### config.mk
export PLATFORM = sky130hd
export DESIGN_NAME = decision_directed_phase_tracker
export DESIGN_NICKNAME = d
export VERILOG_FILES = /design/src/rtl/core/ddpt_pkg.sv /design/src/rtl/core/ddpt_trig_rom.sv /design/src/rtl/core/decision_directed_phase_tracker.sv
export SDC_FILE = /design/constraint.sdc
export NUM_CORES = 2
export LEC_CHECK = 0
export BUFFER_PORTS_ARGS = -buffer_cell sky130_fd_sc_hd__buf_2
export CAP_MARGIN = 5
export CORE_AREA = 2 2 390 295
export CTS_CLUSTER_SIZE = 28
export DETAILED_ROUTE_END_ITERATION = 8
export DIE_AREA = 0 0 392 297
export GPL_TIMING_DRIVEN = 0
export SYNTH_ARGS = -nofsm -noshare
export SYNTH_HDL_FRONTEND = slang
export SYNTH_SLANG_ARGS = --single-unit
### constraint.sdc
create_clock -name clk -period 22.5 [get_ports clk]
set_clock_uncertainty 0.15 [all_clocks]
set_input_delay 1.125 -clock clk [delete_from_list [all_inputs] [get_ports clk]]
set_output_delay 1.125 -clock clk [all_outputs]
set_load 0.005 [all_outputs]
### src/rtl/core/ddpt_pkg.sv
`timescale 1ns / 1ps

package ddpt_pkg;

  // geometry
  localparam int CHANNELS    = 2;
  localparam int CH_W        = (CHANNELS > 1) ? $clog2(CHANNELS) : 1;
  localparam int SAMPLE_BITS = 16;
  localparam int PHASE_BITS  = 16;
  localparam int TAB_DEPTH   = 1024;
  localparam int TAB_BITS    = $clog2(TAB_DEPTH);
  localparam int QTR_DEPTH   = TAB_DEPTH / 4;
  localparam int QB          = TAB_BITS - 2;

  // fixed point
  localparam int FRAC       = SAMPLE_BITS - 5;
  localparam int TAB_FRAC   = 14;
  localparam int TAB_W      = TAB_FRAC + 2;
  localparam int QS_W       = TAB_FRAC + 1;
  localparam int GAIN_BITS  = 16;
  localparam int GAIN_SHIFT = GAIN_BITS + 2 * FRAC - PHASE_BITS;
  localparam int ERR_W      = SAMPLE_BITS + 1;
  localparam int G_W        = 2 * SAMPLE_BITS + 2;
  localparam int G_LO_W     = G_W / 2;
  localparam int G_HI_W     = G_W - G_LO_W;
  localparam int MUL_W      = ((ERR_W > GAIN_BITS + 1) ? ERR_W : GAIN_BITS + 1) + 1;
  localparam int PROD_W     = 2 * MUL_W;
  localparam int ACC_W      = G_W + GAIN_BITS + 2;
  localparam int CFG_IDX_W  = 2;

  localparam int     T_FRAC = 30;
  localparam longint ONE30  = longint'(1) << T_FRAC;

  typedef struct packed {
    logic signed [SAMPLE_BITS-1:0] sample_real;
    logic signed [SAMPLE_BITS-1:0] sample_imag;
    logic                          channel;
    logic                          restart;
  } in_item_t;

  typedef struct packed {
    logic signed [SAMPLE_BITS-1:0] rotated_real;
    logic signed [SAMPLE_BITS-1:0] rotated_imag;
    logic [PHASE_BITS-1:0]         updated_phase;
    logic                          channel_out;
  } out_item_t;

  typedef enum logic [CFG_IDX_W-1:0] {
    REG_STEP_SIZE     = 2'd0,
    REG_CONST_MODE    = 2'd1,
    REG_INIT_PHASE_A  = 2'd2,
    REG_INIT_PHASE_B  = 2'd3
  } cfg_reg_t;

  typedef enum logic [3:0] {
    ST_IDLE,
    ST_LOOKUP,
    ST_ROT_RC,
    ST_ROT_IS,
    ST_ROT_IC,
    ST_ROT_RS,
    ST_YI,
    ST_ERR,
    ST_G_IE,
    ST_G_RE,
    ST_GAIN_LO,
    ST_GAIN_HI,
    ST_UPDATE
  } seq_state_t;

  typedef enum logic [2:0] {
    ACC_HOLD,
    ACC_LOAD,
    ACC_ADD,
    ACC_SUB,
    ACC_ADD_HI
  } acc_op_t;

  typedef logic [QS_W-1:0] qs_tab_t [QTR_DEPTH];

  // shift right by sh, truncating toward zero
  function automatic longint trunc_shift(longint v, int sh);
    if (v < 0) return -((-v) >>> sh);
    return v >>> sh;
  endfunction

  // sin(pi/2 * t), t in Q30 over [0, 1], odd polynomial, result Q1.14
  function automatic longint quarter_sine(longint t);
    longint t2;
    longint p;
    longint s;
    longint r;
    t2 = trunc_shift(t * t, T_FRAC);
    p  = -3864;
    p  = 172272 + trunc_shift(p * t2, T_FRAC);
    p  = -5026995 + trunc_shift(p * t2, T_FRAC);
    p  = 85569306 + trunc_shift(p * t2, T_FRAC);
    p  = -693598668 + trunc_shift(p * t2, T_FRAC);
    p  = 1686629713 + trunc_shift(p * t2, T_FRAC);
    s  = trunc_shift(p * t, T_FRAC);
    r  = trunc_shift(s + (longint'(1) << 15), 16);
    if (r < 0) r = 0;
    if (r > (longint'(1) << TAB_FRAC)) r = longint'(1) << TAB_FRAC;
    return r;
  endfunction

  function automatic qs_tab_t build_qs();
    qs_tab_t tb;
    for (int m = 0; m < QTR_DEPTH; m++) begin
      tb[m] = QS_W'(quarter_sine(longint'(m) <<< (T_FRAC - QB)));
    end
    return tb;
  endfunction

  localparam qs_tab_t          QS_TAB  = build_qs();
  localparam logic [QS_W-1:0]  QS_FULL = QS_W'(quarter_sine(ONE30));

  // sine of quadrant q, position m within the quarter
  function automatic logic signed [TAB_W-1:0] quad_sine(logic [1:0] q, logic [QB-1:0] m);
    logic [QB-1:0]           mm;
    logic [QS_W-1:0]         mag;
    logic signed [TAB_W-1:0] sv;
    mm = ~m + QB'(1);
    if (q[0]) begin
      mag = (m == '0) ? QS_FULL : QS_TAB[mm];
    end else begin
      mag = QS_TAB[m];
    end
    sv = $signed({1'b0, mag});
    return q[1] ? -sv : sv;
  endfunction

endpackage

### src/rtl/core/ddpt_trig_rom.sv
`timescale 1ns / 1ps

module ddpt_trig_rom (
  input  logic                                clk,
  input  logic [ddpt_pkg::TAB_BITS-1:0]       idx,
  output logic signed [ddpt_pkg::TAB_W-1:0]   sin_q,
  output logic signed [ddpt_pkg::TAB_W-1:0]   cos_q
);
  import ddpt_pkg::*;

  logic [1:0]    quad;
  logic [1:0]    quad_c;
  logic [QB-1:0] pos;

  assign quad   = idx[TAB_BITS-1 -: 2];
  assign quad_c = quad + 2'd1;
  assign pos    = idx[QB-1:0];

  always_ff @(posedge clk) begin
    sin_q <= quad_sine(quad, pos);
    cos_q <= quad_sine(quad_c, pos);
  end

endmodule

### src/rtl/core/decision_directed_phase_tracker.sv
`timescale 1ns / 1ps

// decision-directed carrier phase tracker, one phase register per channel.
// each item is de-rotated by its channel's phase (quarter-wave sine table,
// Q1.14), both axes are sliced to the qpsk (+-1) or 16-qam (+-1, +-3) grid,
// and the phase is lowered by step_size * (imag*err_re - real*err_im),
// wrapping in binary turns. restart reloads the channel phase from its
// initial register before the item is used. one result comes out per item.
// items are taken only in the idle state, which the block reaches again
// after its update step; the work is paced by the single shared 18x18
// multiplier that forms the four rotation products, the two error products
// and the gain product in two halves. the next item is accepted in idle.
// the result sits in an output register, so a waiting consumer only stalls
// the block at its final update step. configuration registers are written
// through cfg_* at any time (always ready) and should only change while no
// item is in flight.
module decision_directed_phase_tracker (
  input  logic                                 clk,
  input  logic                                 rst_n,
  input  logic                                 in_valid,
  output logic                                 in_ready,
  input  ddpt_pkg::in_item_t                   in_data,
  output logic                                 out_valid,
  input  logic                                 out_ready,
  output ddpt_pkg::out_item_t                  out_data,
  input  logic                                 cfg_valid,
  output logic                                 cfg_ready,
  input  logic [ddpt_pkg::CFG_IDX_W-1:0]       cfg_index,
  input  logic [ddpt_pkg::GAIN_BITS-1:0]       cfg_data
);
  import ddpt_pkg::*;

  localparam logic signed [ACC_W-1:0] SAT_MAX = ACC_W'((longint'(1) << (SAMPLE_BITS - 1)) - 1);
  localparam logic signed [ACC_W-1:0] SAT_MIN = -ACC_W'(longint'(1) << (SAMPLE_BITS - 1));
  localparam logic signed [ACC_W-1:0] ROT_HALF  = ACC_W'(longint'(1) << (TAB_FRAC - 1));
  localparam logic signed [ACC_W-1:0] GAIN_HALF = ACC_W'(longint'(1) << (GAIN_SHIFT - 1));
  localparam logic signed [SAMPLE_BITS-1:0] LVL1 = SAMPLE_BITS'(1 << FRAC);
  localparam logic signed [SAMPLE_BITS-1:0] LVL2 = SAMPLE_BITS'(2 << FRAC);
  localparam logic signed [SAMPLE_BITS-1:0] LVL3 = SAMPLE_BITS'(3 << FRAC);

  // configuration
  logic [GAIN_BITS-1:0]  step_r;
  logic                  mode_r;
  logic [PHASE_BITS-1:0] init_a_r;
  logic [PHASE_BITS-1:0] init_b_r;

  // per-channel phase
  logic [PHASE_BITS-1:0] chan_phase_r [CHANNELS];

  // sequencer and working registers
  seq_state_t                    state_r, state_nxt;
  logic signed [SAMPLE_BITS-1:0] xr_r, xi_r;
  logic [CH_W-1:0]               ch_r;
  logic [PHASE_BITS-1:0]         work_phase_r;
  logic signed [SAMPLE_BITS-1:0] yr_r, yi_r;
  logic signed [ERR_W-1:0]       er_r, ei_r;
  logic signed [G_HI_W-1:0]      ghi_r;
  logic signed [ACC_W-1:0]       acc_r, acc_nxt;
  logic                          out_valid_r;
  out_item_t                     out_r;

  // shared multiplier
  acc_op_t                       acc_op;
  logic signed [MUL_W-1:0]       mul_a, mul_b;
  logic signed [PROD_W-1:0]      prod;
  logic signed [ACC_W-1:0]       prod_ext;

  logic signed [TAB_W-1:0]       sin_v, cos_v;
  logic [CH_W-1:0]               in_ch;
  logic                          accept;
  logic                          upd_go;
  logic signed [ACC_W-1:0]       rot_shift;
  logic signed [SAMPLE_BITS-1:0] rot_sat;
  logic signed [SAMPLE_BITS-1:0] lvl_r, lvl_i;
  logic signed [ACC_W-1:0]       gain_rnd;
  logic [PHASE_BITS-1:0]         delta;
  logic [PHASE_BITS-1:0]         phase_new;

  assign in_ready  = (state_r == ST_IDLE);
  assign accept    = in_valid && in_ready;
  assign cfg_ready = 1'b1;
  assign out_valid = out_valid_r;
  assign out_data  = out_r;
  assign in_ch     = CH_W'(in_data.channel);
  assign upd_go    = (state_r == ST_UPDATE) && (!out_valid_r || out_ready);

  ddpt_trig_rom u_trig (
    .clk   (clk),
    .idx   (work_phase_r[PHASE_BITS-1 -: TAB_BITS]),
    .sin_q (sin_v),
    .cos_q (cos_v)
  );

  // round half up from Q1.14 products, saturate to the sample width
  always_comb begin
    rot_shift = (acc_r + ROT_HALF) >>> TAB_FRAC;
    if (rot_shift > SAT_MAX) begin
      rot_sat = SAT_MAX[SAMPLE_BITS-1:0];
    end else if (rot_shift < SAT_MIN) begin
      rot_sat = SAT_MIN[SAMPLE_BITS-1:0];
    end else begin
      rot_sat = rot_shift[SAMPLE_BITS-1:0];
    end
  end

  // slicer, zero goes to +1, +-2 goes outward
  function automatic logic signed [SAMPLE_BITS-1:0] slice_lvl(
    logic signed [SAMPLE_BITS-1:0] y, logic qam);
    logic signed [SAMPLE_BITS-1:0] lv;
    if (!qam) begin
      lv = (y >= 0) ? LVL1 : -LVL1;
    end else if (y >= 0) begin
      lv = (y >= LVL2) ? LVL3 : LVL1;
    end else begin
      lv = (y <= -LVL2) ? -LVL3 : -LVL1;
    end
    return lv;
  endfunction

  assign lvl_r = slice_lvl(yr_r, mode_r);
  assign lvl_i = slice_lvl(yi_r, mode_r);

  // phase step, round half up after the gain scaling
  assign gain_rnd  = acc_r + GAIN_HALF;
  assign delta     = gain_rnd[GAIN_SHIFT +: PHASE_BITS];
  assign phase_new = work_phase_r - delta;

  // next state
  always_comb begin
    state_nxt = state_r;
    case (state_r)
      ST_IDLE:    if (accept) state_nxt = ST_LOOKUP;
      ST_LOOKUP:  state_nxt = ST_ROT_RC;
      ST_ROT_RC:  state_nxt = ST_ROT_IS;
      ST_ROT_IS:  state_nxt = ST_ROT_IC;
      ST_ROT_IC:  state_nxt = ST_ROT_RS;
      ST_ROT_RS:  state_nxt = ST_YI;
      ST_YI:      state_nxt = ST_ERR;
      ST_ERR:     state_nxt = ST_G_IE;
      ST_G_IE:    state_nxt = ST_G_RE;
      ST_G_RE:    state_nxt = ST_GAIN_LO;
      ST_GAIN_LO: state_nxt = ST_GAIN_HI;
      ST_GAIN_HI: state_nxt = ST_UPDATE;
      ST_UPDATE:  if (upd_go) state_nxt = ST_IDLE;
      default:    state_nxt = ST_IDLE;
    endcase
  end

  // multiplier operands and accumulate control
  always_comb begin
    acc_op = ACC_HOLD;
    mul_a  = '0;
    mul_b  = '0;
    case (state_r)
      ST_ROT_RC: begin
        acc_op = ACC_LOAD;
        mul_a  = MUL_W'(xr_r);
        mul_b  = MUL_W'(cos_v);
      end
      ST_ROT_IS: begin
        acc_op = ACC_ADD;
        mul_a  = MUL_W'(xi_r);
        mul_b  = MUL_W'(sin_v);
      end
      ST_ROT_IC: begin
        acc_op = ACC_LOAD;
        mul_a  = MUL_W'(xi_r);
        mul_b  = MUL_W'(cos_v);
      end
      ST_ROT_RS: begin
        acc_op = ACC_SUB;
        mul_a  = MUL_W'(xr_r);
        mul_b  = MUL_W'(sin_v);
      end
      ST_G_IE: begin
        acc_op = ACC_LOAD;
        mul_a  = MUL_W'(yi_r);
        mul_b  = MUL_W'(er_r);
      end
      ST_G_RE: begin
        acc_op = ACC_SUB;
        mul_a  = MUL_W'(yr_r);
        mul_b  = MUL_W'(ei_r);
      end
      ST_GAIN_LO: begin
        acc_op = ACC_LOAD;
        mul_a  = $signed(MUL_W'(step_r));
        mul_b  = $signed(MUL_W'(acc_r[G_LO_W-1:0]));
      end
      ST_GAIN_HI: begin
        acc_op = ACC_ADD_HI;
        mul_a  = $signed(MUL_W'(step_r));
        mul_b  = MUL_W'(ghi_r);
      end
      default: begin
        acc_op = ACC_HOLD;
      end
    endcase
  end

  assign prod     = mul_a * mul_b;
  assign prod_ext = ACC_W'(prod);

  always_comb begin
    case (acc_op)
      ACC_LOAD:   acc_nxt = prod_ext;
      ACC_ADD:    acc_nxt = acc_r + prod_ext;
      ACC_SUB:    acc_nxt = acc_r - prod_ext;
      ACC_ADD_HI: acc_nxt = acc_r + (prod_ext <<< G_LO_W);
      default:    acc_nxt = acc_r;
    endcase
  end

  // control state
  always_ff @(posedge clk) begin
    if (!rst_n) begin
      state_r     <= ST_IDLE;
      out_valid_r <= 1'b0;
      step_r      <= GAIN_BITS'(655);
      mode_r      <= 1'b0;
      init_a_r    <= '0;
      init_b_r    <= '0;
      for (int c = 0; c < CHANNELS; c++) begin
        chan_phase_r[c] <= '0;
      end
    end else begin
      state_r <= state_nxt;
      if (upd_go) begin
        out_valid_r       <= 1'b1;
        chan_phase_r[ch_r] <= phase_new;
      end else if (out_ready) begin
        out_valid_r <= 1'b0;
      end
      if (cfg_valid && cfg_ready) begin
        case (cfg_reg_t'(cfg_index))
          REG_STEP_SIZE:    step_r   <= cfg_data;
          REG_CONST_MODE:   mode_r   <= cfg_data[0];
          REG_INIT_PHASE_A: init_a_r <= cfg_data[PHASE_BITS-1:0];
          REG_INIT_PHASE_B: init_b_r <= cfg_data[PHASE_BITS-1:0];
          default:          step_r   <= step_r;
        endcase
      end
    end
  end

  // datapath registers
  always_ff @(posedge clk) begin
    acc_r <= acc_nxt;
    if (accept) begin
      xr_r <= in_data.sample_real;
      xi_r <= in_data.sample_imag;
      ch_r <= in_ch;
      if (in_data.restart) begin
        work_phase_r <= (in_ch == '0) ? init_a_r : init_b_r;
      end else begin
        work_phase_r <= chan_phase_r[in_ch];
      end
    end
    if (state_r == ST_ROT_IC) yr_r <= rot_sat;
    if (state_r == ST_YI)     yi_r <= rot_sat;
    if (state_r == ST_ERR) begin
      er_r <= ERR_W'(yr_r) - ERR_W'(lvl_r);
      ei_r <= ERR_W'(yi_r) - ERR_W'(lvl_i);
    end
    if (state_r == ST_GAIN_LO) ghi_r <= $signed(acc_r[G_W-1:G_LO_W]);
    if (upd_go) begin
      out_r.rotated_real  <= yr_r;
      out_r.rotated_imag  <= yi_r;
      out_r.updated_phase <= phase_new;
      out_r.channel_out   <= ch_r[0];
    end
  end

  // busy right after an item is taken
  a_busy_after_accept: assert property (@(posedge clk) disable iff (!rst_n)
    accept |=> !in_ready)
    else $error("block still ready after taking an item");

  // a new result only appears from the update step
  a_result_from_update: assert property (@(posedge clk) disable iff (!rst_n)
    $rose(out_valid) |-> $past(state_r == ST_UPDATE))
    else $error("result raised outside the update step");

  // stored channel phase matches the reported phase
  a_phase_written: assert property (@(posedge clk) disable iff (!rst_n)
    $past(upd_go) |-> (chan_phase_r[ch_r] == out_data.updated_phase))
    else $error("channel phase differs from reported phase");

  // restart on channel zero starts from the initial phase
  a_restart_load: assert property (@(posedge clk) disable iff (!rst_n)
    accept && in_data.restart && (in_ch == '0) |=> work_phase_r == $past(init_a_r))
    else $error("restart did not load the initial phase");

endmodule

# Word-level counts from Yosys, hierarchy flattened
# Memories as Yosys holds them, arrays and structs flattened.
# Index checks and enable logic that the tools add are counted.
[totals]
ff_bits = 319
ramBits = 32
rom_bits = 7680
inputBits = 57
memories = 3
[mem_list]
columns = ["memory", "depth", "word_bits", "read_ports", "rd_ports_with_merged_regs", "wr", "line", "source"]
rows = [
  ["(name not given)", 256, 15, 1, 0, 0, "ddpt_pkg.sv:127", "mag = QS_TAB[m];"],
  ["(name not given)", 256, 15, 1, 0, 0, "ddpt_pkg.sv:125", "mag = (m == '0) ? QS_FULL : QS_TAB[mm];"],
  ["chan_phase_r", 2, 16, 1, 0, 2, "decision_directed_phase_tracker.sv:48", "logic [PHASE_BITS-1:0] chan_phase_r [CHANNELS];"],
]
[op_classes]
n_addsub = 12
multipliers = 1
magnitude_cmp = 10
eq_ne = 21
muxes = 39
n_bitwise = 3
n_reduce_logical = 22
[ops]
columns = ["cell", "n"]
rows = [
  ["case mux 52 bit (4 select lines)", 1],
  ["two-way mux 16 bit", 11],
  ["two-way mux 15 bit", 9],
  ["case mux 18 bit (6 select lines)", 1],
  ["case mux 18 bit (5 select lines)", 1],
  ["adder 52 x 15 -> 52 bit (second input constant)", 1],
  ["adder 52 x 36 -> 52 bit", 1],
  ["adder 52 bit", 1],
  ["two-way mux 13 bit", 4],
  ["case mux 4 bit (13 select lines)", 1],
  ["subtractor 52 x 36 -> 52 bit", 1],
  ["adder 38 x 23 -> 38 bit (second input constant)", 1],
  ["> comparator 38 x 16 -> 1 bit (second input constant)", 1],
  ["less-than comparator 38 x 16 -> 1 bit (second input constant)", 1],
  ["multiplier 18 x 18 -> 36 bit", 1],
  ["subtractor 16 x 16 -> 17 bit", 2],
  ["greater-or-equal comparator 16 x 1 -> 1 bit (second input constant)", 2],
  ["greater-or-equal comparator 16 x 14 -> 1 bit (second input constant)", 2],
  ["<= comparator 16 x 13 -> 1 bit (second input constant)", 2],
  ["negator 15 -> 16 bit", 2],
  ["equality test 4 bit (second input constant)", 5],
  ["greater-or-equal comparator 9 bit (second input constant)", 2],
  ["NOT 8 -> 9 bit", 2],
  ["equality test 4 x 3 -> 1 bit (second input constant)", 4],
  ["28 further kinds", 49],
]

# Longest topological paths before layout
[logic_depth]
depth_word = 10
ltp_mapped = 49
depth_no_buf = 42

# Hierarchy
# A second synthesis with hierarchy kept.
[unflattened]
cells_unflattened = 4986
hier_area_um2 = 42512.0
[by_module_without_submodules]
columns = ["module", "instances", "cells_each", "area_per_inst_um2"]
rows = [
  ["decision_directed_phase_tracker", 1, 3387, 31829.3],
  ["ddpt_trig_rom", 1, 1599, 10682.7],
]

# Worst setup path after synthesis
# OpenSTA, ideal clock, no wires.
[synth_path]
path_type = "register to register"
from = "reg state_r[0]"
to = "reg acc_r[51], data pin"
setup_time_ps = 158
t_arrival_ps = 11453
required_time_ps = 22192
slack_ps = 10739
path_stages_with_launch = 45
synth_period_minus_slack_ps = 11761
cell_sequence = "dfxtp_1 -> buf_6 -> clkbuf_1 -> nor3_1 -> clkbuf_1 -> a222oi_1 -> nand3_1 -> clkbuf_1 -> nand2_1 -> fa_1 -> inv_1 -> fa_1 -> inv_1 -> fa_1 -> inv_1 -> fa_1 -> fa_1 -> inv_1 -> [9 not listed] -> or4b_2 -> nor3_1 -> nand4b_1 -> o31ai_1 -> xor2_1 -> ha_1 -> clkbuf_1 -> a21o_1 -> a21o_1 -> a221oi_1 -> nor3_1 -> nor3b_1 -> o21ai_0 -> a31o_2 -> a211o_1 -> a21oi_1 -> xor3_1 -> o211ai_1"
[synth_between]
elab_chain_cells = 6
[synth_rtl]
columns = ["element", "line", "source"]
rows = [
  ["from (decl)", "decision_directed_phase_tracker.sv:51", "seq_state_t state_r, state_nxt;"],
  ["from (signal assigned)", "decision_directed_phase_tracker.sv:227", "state_r <= state_nxt;"],
  ["equality test 4 x 3 -> 1 bit (tied with other cells)", "decision_directed_phase_tracker.sv:154", "case (state_r)"],
  ["OR reduction 2 bit (no source line)", "-", ""],
  ["case mux 18 bit (6 select lines) / case mux 18 bit (5 select lines) (equally long branches)", "decision_directed_phase_tracker.sv:154", ""],
  ["multiplier 18 x 18 -> 36 bit", "decision_directed_phase_tracker.sv:201", "assign prod = mul_a * mul_b;"],
  ["adder 52 bit (tied with other cells)", "decision_directed_phase_tracker.sv:209", "ACC_ADD_HI: acc_nxt = acc_r + (prod_ext <<< G_LO_W);"],
  ["case mux 52 bit (4 select lines) *", "decision_directed_phase_tracker.sv:205", "case (acc_op)"],
  ["net acc_nxt[51]", "decision_directed_phase_tracker.sv:58", "logic signed [ACC_W-1:0] acc_r, acc_nxt;"],
  ["to (signal assigned)", "decision_directed_phase_tracker.sv:248", "acc_r <= acc_nxt;"],
  ["to (decl)", "decision_directed_phase_tracker.sv:58", ""],
]
# Mark *: on every way through the listed nets, which the timed path passes. The rest lies on a longest branch.
# A chain may end at the register's enable or synchronous reset.

# Worst setup path after layout
[layout_path]
from = "reg state_r[0]"
to = "reg acc_r[49], data pin"
# Same word-level chain as after synthesis.

==> results_dict.tcl <==
set metrics [dict create \
    status "finished, violations left" \
    violations "design-rule violations, max-capacitance violations, max-slew violations" \
    gp_congestion 1.078 \
    ys_types 105 \
    muxShareOfSynthArea_pct 4.016 \
    r2r_cells 39 \
    netlist_area_sq_um 42530 \
    synth-seq-cells 351 \
    postSynth.asyncResetShare_pct 0 \
    num_vias 42850 \
    finalSetupViolations 0 \
    synth.area.top_cells "edfxtp_1, fa_1, ha_1, nand2_1, inv_1" \
    wl_per_cell_microns 31.27 \
    synth_seq_area_share_pct 22.76 \
    synth_top_family_by_area "adder cells" \
    finalCritPeriodShare_pct 67.01 \
    critPathTopFamily "compound AO/OA/AOI/OAI gates" \
    grt_max_degree 33 \
    fmax_mhz 66.33 \
    die_x_microns 392 \
    antenna_found_initial 8 \
    initial_utilization_pct 37.73 \
    drt_iter0_markers 6627 \
    synth_adder_area_share_pct 22.69 \
    slowest_delay_ns 1.16 \
    cts_buffers 40 \
    layout_setup_ws_ns 7.424 \
    final-max-slew-violation-count 9 \
    grt-ovfl-total 0 \
    slowest_stage "a222oi_1" \
    worst-path-buf-inv 8 \
    fill_cells 11650 \
    first_pass_iters 9 \
    chipHeight_microns 297 \
    route.detailed.drc 1 \
    die-area_sq_um 116400 \
    cts_htree_levels 2 \
    rrSetupSlack_ns 7.42 \
    clk_path_buf_depth 3 \
    clkLatencyLatePin_ns 0.62 \
    hold_path.startpoint "init_a_r[0]" \
    clk_pin_slew_worst_paths_ns 0.07 \
    cts_sinks 351 \
    hold_viol 0 \
    routed_via_density 6.350 \
    avgSynthCellArea_sq_um 8.495 \
    syn_inst 5007 \
    critPathLaunchType "register" \
    grt_pass1_vias 40450 \
    drv_cap 2 \
    final_common_cell "nand2_1" \
    required_ns 22.68 \
    cts_resized 0 \
    drt-total-wl_microns 211000 \
    fin_crit_ns 15.08 \
    crit_top_cell "fa_1" \
    ios 109 \
    rsz0062_at_grt "false" \
    critical_path_class "register to register" \
    rr_endpoint "acc_r[49]" \
    cts_setup_buffers 0 \
    synth-edff-count 265 \
    portBuffers 106 \
    dominantRegCellSynth "edfxtp_1" \
    worst_pin_slew_ns 1.538 \
    arrival_ns 15.26 \
    cts_tree "yes" \
    drive_gt1_share_pct 7.899 \
    dp_hpwl_microns 166600 \
    synthXorXnorAreaFrac_pct 4.727 \
    synth_top_area_share_pct 18.71 \
    r2r-start "state_r[0]" \
    cp_max_fo 26 \
    grtUsageTotal_pct 35.54 \
    row_count 107 \
    postRouteAntennaNets 0 \
    holdPathStages 2 \
    placed_cells 6664 \
    cts_root_buffer "clkbuf_16" \
    slew_headroom_pct -3.617 \
    synth_nets 5639 \
    final_cells 6748 \
    layout.nets 5816 \
    grt_pass1_wl_microns 298400 \
    synth-simple-area-share_pct 17.34 \
    tns_ns 0 \
    whs_ns 0.3184 \
    end_kind "register" \
    yosysTopAreaCell "edfxtp_1" \
    hold_end "init_a_r[0]" \
    synth_compound_area_share_pct 20.67 \
    hp-class "register to register" \
    cts_hold_buf 0 \
    fp.coreArea_sq_um 112700 \
    synthToLayoutAreaGrowth_pct 9.670 \
    layout_common_cells "nand2_1, inv_1, nor2_1, fa_1, o21ai_0" \
    yosys_warnings 0 \
    place_ws_ns 7.378 \
]
==> through the flow <==
stage                     instance area, sq um  util, %
final                                    46640    41.38
after global routing                     46630    41.37
after CTS                                46600    41.34
after detailed placement                 45310    40.19
after global placement                   44970    39.90
after floorplan                          42530        -
==> registers in the layout, indices dropped and copies added (netlist names) <==
register      count
acc_r            52
out_valid         1
ei_r             17
xi_r             16
out_data         49
init_b_r         16
mode_r            1
er_r             17
xr_r             16
yi_r             16
ghi_r            17
ch_r              1
step_r           16
chan_phase_r     32
u_trig.cos_q     16
yr_r             16
state_r           4
u_trig.sin_q     16
work_phase_r     16
init_a_r         16
==> layer usage <==
layer / global-route usage [%] / wire length, microns
met4: 12.31 / 8790
met5: 0 / 72
met1: 52.75 / 91870
met2: 44.22 / 76220
met3: 15.95 / 34040
==> worst register-to-register path, delay by kind of cell, from the launching register on <==
family,cells,cell delay [ns]
AOI/OAI and AO/OA,12,5.40
adders and majority gates,8,3.95
and+or+nand+nor,10,2.67
buffers and inverters,8,2.08
DFF,1,0.32
xor gates and xnor gates,1,0.21
==> worst max path at each step <==
stage	cells past startpoint	from	to	slack (ns)
after global routing	45	state_r[1]	acc_r[51]	6.82
after CTS	44	state_r[0]	acc_r[49]	7.33
final	39	state_r[0]	acc_r[49]	7.42
after global placement	40	state_r[0]	acc_r[49]	6.81
after detailed placement	44	state_r[0]	acc_r[49]	7.38
after floorplan	44	state_r[0]	acc_r[51]	10.74
==> synth_stat cells, drive strengths merged, types with 60 or more instances <==
cell type and n:
xnor2 144, fa 327, nand2 576, nand3 107, nand2b 62, a21oi 264, clkbuf 256, a21o 91
xor2 82, a211oi 60, edfxtp 265, nor3 83, o21ai 274, inv 506, nor2 412, buf 89
o211ai 60, dfxtp 86, ha 248
==> final cells by class <==
class,count,area [sq um],area share [%]
plain buffers,345,1400,3.002
clock buffers,51,1062,2.277
multi-input cells,3801,29610,63.49
diodes,6,15.01,0.03219
clock inverters,23,230.2,0.4936
flip-flops and latches,351,9679,20.75
repair buffers,135,818.3,1.754
well taps,1526,1909,4.093
inverters,510,1917,4.109
==> logic make-up after synthesis <==
group	count (synthesis)
xor gates and xnor gates	227
buffers and inverters	855
AOI/OAI and AO/OA	1297
adders and majority gates	575
and+or+nand+nor	1581
DFF	351
muxes	120
other	1
Power is not shown: default switching activity piles up to over one toggle a cycle in this logic, so the estimate is an artifact.
